File: config.mk
export PLATFORM = sky130hd
export DESIGN_NAME = cell_balance_hysteresis_controller_unit
export DESIGN_NICKNAME = d
export VERILOG_FILES = /design/src/hdl/cbhc_pkg.sv /design/src/hdl/cbhc_min.sv /design/src/hdl/cbhc_lane.sv /design/src/hdl/cell_balance_hysteresis_controller_unit.sv
export SDC_FILE = /design/constraint.sdc
export NUM_CORES = 1
export LEC_CHECK = 0
export BUFFER_PORTS_ARGS = -buffer_cell sky130_fd_sc_hd__buf_4
export CORE_UTILIZATION = 50
export DETAILED_ROUTE_END_ITERATION = 8
export GPL_TIMING_DRIVEN = 0
export HOLD_SLACK_MARGIN = 0.06
export PLACE_DENSITY = 0.67
export SYNTH_ARGS = -nofsm -noshare
export SYNTH_HDL_FRONTEND = slang
export SYNTH_SLANG_ARGS = --single-unit
File: constraint.sdc
create_clock -name clk -period 44.3 [get_ports clk]
set_clock_uncertainty 0.2 [all_clocks]
set_input_delay 4.43 -clock clk [delete_from_list [all_inputs] [get_ports clk]]
set_output_delay 4.43 -clock clk [all_outputs]
set_load 0.01 [all_outputs]
File: src/hdl/cbhc_pkg.sv
// Shared types and constants of the cell balance hysteresis controller.
package cbhc_pkg;

    localparam int VOLT_W    = 16;
    localparam int CFG_IDX_W = 2;

    typedef logic [VOLT_W-1:0] volt_t;

    // Event kinds carried on the input tuser.
    localparam logic [1:0] FUNC_START  = 2'd0;
    localparam logic [1:0] FUNC_STOP   = 2'd1;
    localparam logic [1:0] FUNC_UPDATE = 2'd2;
    localparam logic [1:0] FUNC_TICK   = 2'd3;

    // Configuration register indexes.
    localparam logic [CFG_IDX_W-1:0] REG_START_TH = 2'd0;
    localparam logic [CFG_IDX_W-1:0] REG_END_TH   = 2'd1;
    localparam logic [CFG_IDX_W-1:0] REG_CEILING  = 2'd2;
    localparam logic [CFG_IDX_W-1:0] REG_WAIT     = 2'd3;

    // Wait timer phases.
    localparam logic [1:0] PH_IDLE  = 2'd0;
    localparam logic [1:0] PH_COUNT = 2'd1;
    localparam logic [1:0] PH_DONE  = 2'd2;

    // Configuration reset values.
    localparam volt_t START_TH_RST = 16'd20;
    localparam volt_t END_TH_RST   = 16'd5;
    localparam volt_t CEILING_RST  = 16'd5000;
    localparam volt_t WAIT_RST     = 16'd1000;

    // What one cell lane reports to the merging stage.
    typedef struct packed {
        logic start_hit;
        logic flag_next;
    } lane_res_t;

endpackage

File: src/hdl/cbhc_min.sv
// Pack minimum search, seeded with the voltage ceiling.
module cbhc_min #(
    parameter int NUM_CELLS = 4
) (
    input  cbhc_pkg::volt_t ceiling,
    input  cbhc_pkg::volt_t volts [NUM_CELLS],
    output cbhc_pkg::volt_t min_volt
);
    import cbhc_pkg::*;

    volt_t acc;

    always_comb
    begin
        acc = ceiling;
        for (int i = 0; i < NUM_CELLS; i++)
        begin
            if (volts[i] < acc)
            begin
                acc = volts[i];
            end
        end
    end

    assign min_volt = acc;

endmodule

File: src/hdl/cbhc_lane.sv
// One cell lane: excess over the pack minimum and the hysteresis flag update.
module cbhc_lane (
    input  cbhc_pkg::volt_t   volt,
    input  cbhc_pkg::volt_t   min_volt,
    input  cbhc_pkg::volt_t   start_th,
    input  cbhc_pkg::volt_t   end_th,
    input  logic              flag,
    output cbhc_pkg::lane_res_t res
);
    import cbhc_pkg::*;

    volt_t excess;

    // The minimum never exceeds this cell's voltage, so the difference cannot wrap.
    assign excess = volt - min_volt;

    always_comb
    begin
        res.start_hit = (excess > start_th);
        if (excess > start_th)
        begin
            res.flag_next = 1'b1;
        end
        else if (excess < end_th)
        begin
            res.flag_next = 1'b0;
        end
        else
        begin
            res.flag_next = flag;
        end
    end

endmodule

File: src/hdl/cell_balance_hysteresis_controller_unit.sv
// Top level of the cell balance hysteresis controller.
// Usage:
//   Events arrive on the s_ channel: s_tuser carries the kind (start, stop,
//   update, tick), s_tdata the cell voltages and the round-done status.
//   Every event gives exactly one result transaction on the m_ channel with
//   the command flags, the balance mask, the running flag and the wait flag.
//   Thresholds, voltage ceiling and wait length are written through the cfg_
//   channel, which is always ready; write only while no event is in flight.
//   The result is valid in the cycle after the input transaction. One event
//   per cycle is taken while the receiver keeps up: the minimum search over
//   NUM_CELLS cells, the per-cell lanes and the merge all settle within the
//   cycle of acceptance, and the result sits in a single output register.
//   When the receiver stalls, the result is held and s_tready stays low until
//   it is taken; s_tready follows m_tready in the same cycle when full.
//   Reset clears the enable, running, flags and timer, restores the register
//   defaults and empties the output register.
module cell_balance_hysteresis_controller_unit #(
    parameter int NUM_CELLS = 4
) (
    input  logic clk,
    input  logic rst_n,
    input  logic s_tvalid,
    output logic s_tready,
    // cell_voltage_0 .. cell_voltage_N-1 (16 bits each), round_done, zero fill
    input  logic [((NUM_CELLS*16+1+7)/8)*8-1:0] s_tdata,
    // func
    input  logic [1:0] s_tuser,
    output logic m_tvalid,
    input  logic m_tready,
    // apply_mask, stop_all, balance_mask (NUM_CELLS bits), balancing_active,
    // waiting, zero fill
    output logic [((NUM_CELLS+4+7)/8)*8-1:0] m_tdata,
    input  logic cfg_valid,
    output logic cfg_ready,
    input  logic [cbhc_pkg::CFG_IDX_W-1:0] cfg_index,
    input  logic [15:0] cfg_data
);
    import cbhc_pkg::*;

    localparam int OUT_W = ((NUM_CELLS + 4 + 7) / 8) * 8;
    localparam int RD_BIT = NUM_CELLS * VOLT_W;

    volt_t start_th_reg, end_th_reg, ceiling_reg, wait_reg;

    logic                 enabled_reg, enabled_next;
    logic                 running_reg, running_next;
    logic [NUM_CELLS-1:0] flags_reg, flags_next;
    logic [1:0]           phase_reg, phase_next;
    volt_t                count_reg, count_next;

    logic                 out_valid_reg;
    logic [OUT_W-1:0]     out_data_reg, out_data_next;

    volt_t                volts [NUM_CELLS];
    volt_t                min_volt;
    lane_res_t            lane_res [NUM_CELLS];
    logic [NUM_CELLS-1:0] eval_flags, eval_hits;
    logic                 round_done;
    logic                 accept;
    logic                 do_eval, apply, stop;

    assign cfg_ready = 1'b1;
    assign s_tready  = !out_valid_reg || m_tready;
    assign accept    = s_tvalid && s_tready;
    assign round_done = s_tdata[RD_BIT];

    always_ff @(posedge clk or negedge rst_n)
    begin
        if (!rst_n)
        begin
            start_th_reg <= START_TH_RST;
            end_th_reg   <= END_TH_RST;
            ceiling_reg  <= CEILING_RST;
            wait_reg     <= WAIT_RST;
        end
        else if (cfg_valid)
        begin
            unique case (cfg_index)
                REG_START_TH: start_th_reg <= cfg_data;
                REG_END_TH:   end_th_reg   <= cfg_data;
                REG_CEILING:  ceiling_reg  <= cfg_data;
                REG_WAIT:     wait_reg     <= cfg_data;
                default:      ;
            endcase
        end
    end

    for (genvar g = 0; g < NUM_CELLS; g++)
    begin : g_lane
        assign volts[g] = s_tdata[g*VOLT_W +: VOLT_W];

        cbhc_lane u_lane (
            .volt     (volts[g]),
            .min_volt (min_volt),
            .start_th (start_th_reg),
            .end_th   (end_th_reg),
            .flag     (flags_reg[g]),
            .res      (lane_res[g])
        );

        assign eval_flags[g] = lane_res[g].flag_next;
        assign eval_hits[g]  = lane_res[g].start_hit;
    end

    cbhc_min #(
        .NUM_CELLS (NUM_CELLS)
    ) u_min (
        .ceiling  (ceiling_reg),
        .volts    (volts),
        .min_volt (min_volt)
    );

    // Event decode, merge of the lane results and the wait timer.
    always_comb
    begin
        enabled_next = enabled_reg;
        running_next = running_reg;
        flags_next   = flags_reg;
        phase_next   = phase_reg;
        count_next   = count_reg;
        do_eval      = 1'b0;
        stop         = 1'b0;

        unique case (s_tuser)
            FUNC_START:
            begin
                enabled_next = 1'b1;
                phase_next   = PH_IDLE;
                count_next   = '0;
                do_eval      = 1'b1;
            end
            FUNC_STOP:
            begin
                enabled_next = 1'b0;
                running_next = 1'b0;
                flags_next   = '0;
                stop         = 1'b1;
            end
            FUNC_UPDATE:
            begin
                if (enabled_reg)
                begin
                    if (!running_reg)
                    begin
                        do_eval = 1'b1;
                    end
                    else if (phase_reg == PH_DONE)
                    begin
                        do_eval    = 1'b1;
                        phase_next = PH_IDLE;
                        count_next = '0;
                    end
                    else if (round_done && phase_reg == PH_IDLE)
                    begin
                        phase_next = PH_COUNT;
                        count_next = wait_reg;
                    end
                end
            end
            FUNC_TICK:
            begin
                if (phase_reg == PH_COUNT)
                begin
                    if (count_reg <= 16'd1)
                    begin
                        count_next = '0;
                        phase_next = PH_DONE;
                    end
                    else
                    begin
                        count_next = count_reg - 16'd1;
                    end
                end
            end
            default: ;
        endcase

        apply = 1'b0;
        if (do_eval)
        begin
            flags_next = eval_flags;
            // A pattern is commanded when a cell crossed the start threshold
            // or balancing was already under way.
            if (running_reg || (|eval_hits))
            begin
                apply        = 1'b1;
                running_next = |eval_flags;
            end
        end

        out_data_next = '0;
        out_data_next[0] = apply;
        out_data_next[1] = stop;
        out_data_next[2 +: NUM_CELLS] = flags_next;
        out_data_next[2 + NUM_CELLS]  = running_next;
        out_data_next[3 + NUM_CELLS]  = (phase_next == PH_COUNT);
    end

    always_ff @(posedge clk or negedge rst_n)
    begin
        if (!rst_n)
        begin
            enabled_reg   <= 1'b0;
            running_reg   <= 1'b0;
            flags_reg     <= '0;
            phase_reg     <= PH_IDLE;
            count_reg     <= '0;
            out_valid_reg <= 1'b0;
        end
        else
        begin
            if (accept)
            begin
                enabled_reg   <= enabled_next;
                running_reg   <= running_next;
                flags_reg     <= flags_next;
                phase_reg     <= phase_next;
                count_reg     <= count_next;
                out_valid_reg <= 1'b1;
            end
            else if (m_tready)
            begin
                out_valid_reg <= 1'b0;
            end
        end
    end

    always_ff @(posedge clk)
    begin
        if (accept)
        begin
            out_data_reg <= out_data_next;
        end
    end

    assign m_tvalid = out_valid_reg;
    assign m_tdata  = out_data_reg;

endmodule

# Word level (Yosys, flattened, before mapping)
# Index checks and enable logic that the tools add are counted.
# word_totals
reg_bits	97
latchBits	0
ram_bits	0
mem_bits_ro	0
in_bits	97
wordCells	102
memories	0
# classes
addsub	5
mul	0
n_div	0
order_cmp	13
eq_ne	13
shift	0
mux	40
bitwise	0
n_reduce_logical	19
# op_table
cell	count
2-to-1 mux 16 bit	10
less-than comparator 16 bit	8
greater-than comparator 16 bit	4
subtractor 16 bit	4
case mux 16 bit (3 select lines)	1
2-to-1 mux 1 bit	18
less-or-equal comparator 16 x 1 -> 1 bit, second input constant	1
subtractor 16 x 1 -> 16 bit, second input constant	1
2-to-1 mux 2 bit	6
equality test 2 bit, second input constant	5
AND reduction 2 bit	5
equality test 2 x 1 -> 1 bit, second input constant	4
2-to-1 mux 4 bit	2
OR reduction 4 bit	2
logical NOT 2 bit	3
!= test 2 bit, second input constant	3
case mux 2 bit (3 select lines)	1
AND reduction 6 bit	1
case mux 1 bit (2 select lines)	2
nonzero test 2 bit	2
!= test 3 bit, second input constant	1
nonzero test 3 bit	1
logical AND 1 bit	2
logical OR 1 bit	2
logical NOT 1 bit	1

# Longest topological paths before layout
# depth
depth_word	15
depth_mapped	72
ltp_nobuf	65

# Modules after synthesis
# From an unflattened synthesis, not the netlist that was laid out.
# unflattened
cells_unflattened	1562
hier_area_um2	13384.1
# modules_own_cells
mod	instances	cells_each	area_each_um2
cell_balance_hysteresis_controller_unit	1	340	4320.4
cbhc_lane at g_lane[0].u_lane ...	2	226	1631.6
cbhc_min	1	319	2533.7
cbhc_lane at g_lane[1].u_lane	1	227	1636.6
cbhc_lane at g_lane[3].u_lane	1	224	1630.3

# Worst setup path before layout
# OpenSTA, ideal clock, no wires.
# synth_path
path_type	input port to flip-flop
from	in s_tdata[15]
to	reg out_data_reg[6] (netlist: m_tdata[6]), data pin
setup_time_ns	0.254
arrival_time_ns	18.243
required_ns	43.846
setup_slack_ns	25.604
path_stages	68
path_buffers	8
path_cell_list	ha_1 nand4_1 or3_4 o31a_4 nand2_4 buf_1 mux2i_1 ha_1 and4_1 nand4_1 nor2_1 nand3_1 o211a_1 nand2_1 clkbuf_1 clkbuf_1 clkbuf_1 nand2_1 [... 32 more ...] o21a_1 a211oi_1 or2_2 xnor2_1 ha_1 o21a_1 o21a_1 o21a_1 o21a_1 o21a_1 o21a_1 o21a_1 o21a_1 o21ai_0 nand2b_1 a31oi_1 a41oi_1 a21o_1
# synth_via
elab_chain_len	15
elab_cells_between_ends	33
cone_classes	add/sub (4); order compare (12); mux (14); reduce/logical (3)
# synth_rtl
element	line	text
start, declared	cell_balance_hysteresis_controller_unit.sv:25	input logic [((NUM_CELLS*16+1+7)/8)*8-1:0] s_tdata,
less-than comparator 16 bit	cbhc_min.sv:18	if (volts[i] < acc)
2-to-1 mux 16 bit	cbhc_min.sv:18	
less-than comparator 16 bit	cbhc_min.sv:18	
2-to-1 mux 16 bit	cbhc_min.sv:18	
less-than comparator 16 bit	cbhc_min.sv:18	
2-to-1 mux 16 bit	cbhc_min.sv:18	
less-than comparator 16 bit	cbhc_min.sv:18	
2-to-1 mux 16 bit	cbhc_min.sv:18	
subtractor 16 bit	cbhc_lane.sv:15	assign excess = volt - min_volt;
less-than comparator 16 bit	cbhc_lane.sv:24	else if (excess < end_th)
2-to-1 mux 1 bit	cbhc_lane.sv:24	
2-to-1 mux 1 bit	cbhc_lane.sv:20	if (excess > start_th)
OR reduction 4 bit	cell_balance_hysteresis_controller_unit.sv:187	running_next = |eval_flags;
2-to-1 mux 1 bit (*)	cell_balance_hysteresis_controller_unit.sv:184	if (running_reg || (|eval_hits))
2-to-1 mux 1 bit (*)	cell_balance_hysteresis_controller_unit.sv:179	if (do_eval)
via out_data_next[6]	cell_balance_hysteresis_controller_unit.sv:52	logic [OUT_W-1:0] out_data_reg, out_data_next;
end signal, assigned	cell_balance_hysteresis_controller_unit.sv:232	out_data_reg <= out_data_next;
end, declared	cell_balance_hysteresis_controller_unit.sv:52	
# Mark *: on every way through the listed nets, which the timed path passes. The rest lies on a longest branch.
# A chain may end at the register's enable or synchronous reset.

# Worst setup path after layout
# Same ends and word-level chain as after synthesis.

==> results by group <==
Synth
  – Largest area contributor in the netlist: ha_1
  – Synthesized area: 12500 um2
  – Yosys cell types: 98
  – Synth top area share: 0.225
  – Avg Cell Area, Syn: between 8 and 9 um2
  – Syn nets: approximately 1800
  – Post-Syn Instances: 1452
  – Fraction of registers with async set/reset: 0.918
  – YS warnings: 0
  – Main area contributors after synthesis: ha_1 22%, dfrtp_1 15%, mux2_2 5.7%, o21ai_0 4.5%, a21oi_1 3.8%
  – Register area share after synthesis: 0.199
  – Seq cells post-synth: 97
  – Number of flops mapped to enable cells by yosys: 8
  – Post-synth top flop: dfrtp_1

Global routing
  – Largest net degree at the start of global routing: 90
  – Total grt overflow: 0
  – Antenna violations before repair: 0
  – First-pass GRT wire length: between 50000 and 60000 um
  – GRT Total Usage: 0.283
  – Number of global-route vias before repair: 11000

Setup path
  – WP data required: between 40 and 50 ns
  – CP Max Fanout: 10
  – R2R Setup Slk: 24.40 ns
  – Critical Path Source: s_tdata[15]
  – Crit Path Class: in2reg
  – Crit end category: flip-flop
  – CP bufs+invs: 11
  – Max stage delay on crit path: ~0.75 ns
  – CP startpoint kind: input pin
  – Most common cell on crit path: ha_1
  – Critical-path top delay cell: o41ai_1
  – CP arrival: ~23 ns
  – Reg2reg start: ceiling_reg[12]
  – CP top delay family: compound AO/OA/AOI/OAI gates

Detailed routing
  – Final WL: about 37000 um
  – DRC: 0
  – Routed len/inst: roughly 20 um
  – Pre-antenna DRT Iters: 5
  – Via count: roughly 12000
  – Drt first-iter violations: 768
  – Post-DRT Antenna Nets: 0
  – Vias per cell: 6.10

STA
  – Fin. max-slew vios: 0
  – Final setup viols: 0
  – Fmax: between 40 and 50 MHz
  – Worst hold margin: 0.306 ns
  – Crit path time final: between 20 and 25 ns
  – Final hold vios: 0
  – RSZ-0062 raised after global routing: no
  – Worst Tran Pin Value: between 1 and 1.5 ns
  – Slew margin rel.: 0.254
  – Total negative slack: 0 ns
  – Crit share post-route: 0.532

Outcome
  – Outcome: complete, no violations

CTS
  – Worst-path clk slew: 0.06 ns
  – Num CTS Buffers: 9
  – H-tree Lvls: 3
  – Post_cts resized: 0
  – Post-CTS Repair Setup Buffers: 0
  – Root Driver: clkbuf_16
  – CTS Buffer Depth: 2
  – Worst-Skew Late Latency: between 0.3 and 0.4 ns
  – Hold buffers post-CTS: 0
  – Clock sink count: 97
  – CTS tree: done

Floorplan
  – Initial core utilization: 0.512
  – Std cell rows: between 50 and 60
  – Core area: about 24000 um2
  – Top Ports: 108
  – Die area: ~26000 um2
  – Die H: roughly 160 um
  – Die width: between 150 and 200 um

Cells and area
  – # nets final: about 1900
  – Ant diodes: 0
  – P&R area growth vs syn: 11.8%
  – Ratio of cells with drive above 1 in the final layout: 0.155

Job
  – Maxcap violations: 0

Hold path
  – Hold_sp: end_th_reg[1]
  – Hold Path Class: reg2reg

Pwr
  – PD cells: 84.7 nW/um2
  – Max VDD drop: 0.0373 mV
  – Pleak: roughly 6.4 nW

Placed design
  – RD Place Congestion: about 0.9
  – Number of port buffers: 97
  – Post-DP HPWL: between 30000 and 40000 um
## layout by cell type (no fill, tap or decap), drive strengths merged, types with 20 or more instances in the layout
cell type	n
a21o	34
a21oi	95
buf	108
clkbuf	40
dfrtp	74
ha	224
inv	96
mux2	64
mux2i	20
nand2	106
nand2b	23
nand3	28
nand4	24
nor2	77
nor2b	26
nor3	29
o21a	61
o21ai	121
xnor2	49
xor2	20
## layout make-up
cell class              count  area [um2]
fillers                  2257       10400
multi-input cells        1220        9470
flip-flops and latches     97        2490
repair buffers             97         728
well taps                 324         405
inverters                  97         364
clock buffers              13         250
plain buffers              38         159
clock inverters             3        90.1
## cells in the mapped netlist, types with 18 or more instances
master	instances
a21o_1	34
nand4_1	24
a21oi_1	94
xor2_1	20
nand3_1	26
o21ai_0	112
nand2b_1	23
xnor2_1	49
nor2b_1	26
mux2_2	63
ha_1	224
o21a_1	61
mux2i_1	18
dfrtp_1	74
nand2_1	104
nor3_1	26
clkbuf_1	27
nor2_1	77
inv_1	95
## report_power, final
group	internal (mW)	switching (mW)
clock	0.0568	0.0310
combinational	0.405	0.562
sequential	0.112	0.0148
total	0.575	0.608
## layer usage
metal	routed length [um]	global-route usage	vias to the layer above
li1	-	-	5626
met3	1650	0.0229	46
met2	17000	0.478	329
met1	17000	0.379	5525
met5	0	0	-
met4	1080	0.0978	0
## final timing paths
kind                                     to  cells after the start
max reg2reg                      m_tdata[6]                     68
min in group asynchronous      count_reg[3]                      1
min                           end_th_reg[1]                      1
max                              m_tdata[6]                     68
max in group asynchronous  start_th_reg[10]                      1
min reg2reg                   end_th_reg[1]                      1
## through the flow
step | cell area [um2] | utilization | std cells | setup slack, ns | total power, mW
finish | 14000 | 0.572 | 1889 | 20.75 | 1.18
global route | 14000 | 0.572 | 1889 | 19.92 | 1.30
CTS | 14000 | 0.572 | 1889 | 21.11 | 1.17
detailed placement | 13600 | 0.558 | 1873 | 20.76 | 1.08
global placement | 13600 | 0.558 | 1873 | 20.84 | 1.06
floorplan | 12500 | - | 1452 | 25.60 | 0.820
## cell families after synthesis
family	after synthesis	synth area share
compound gates	455	0.248
simple gates	371	0.149
fa+ha+maj	240	0.238
buf+inv	135	0.0419
flops	97	0.199
mux	84	0.0751
xor+xnor	69	0.0484
other cells	1	0.000300
Power figures use the tool's default switching activity.
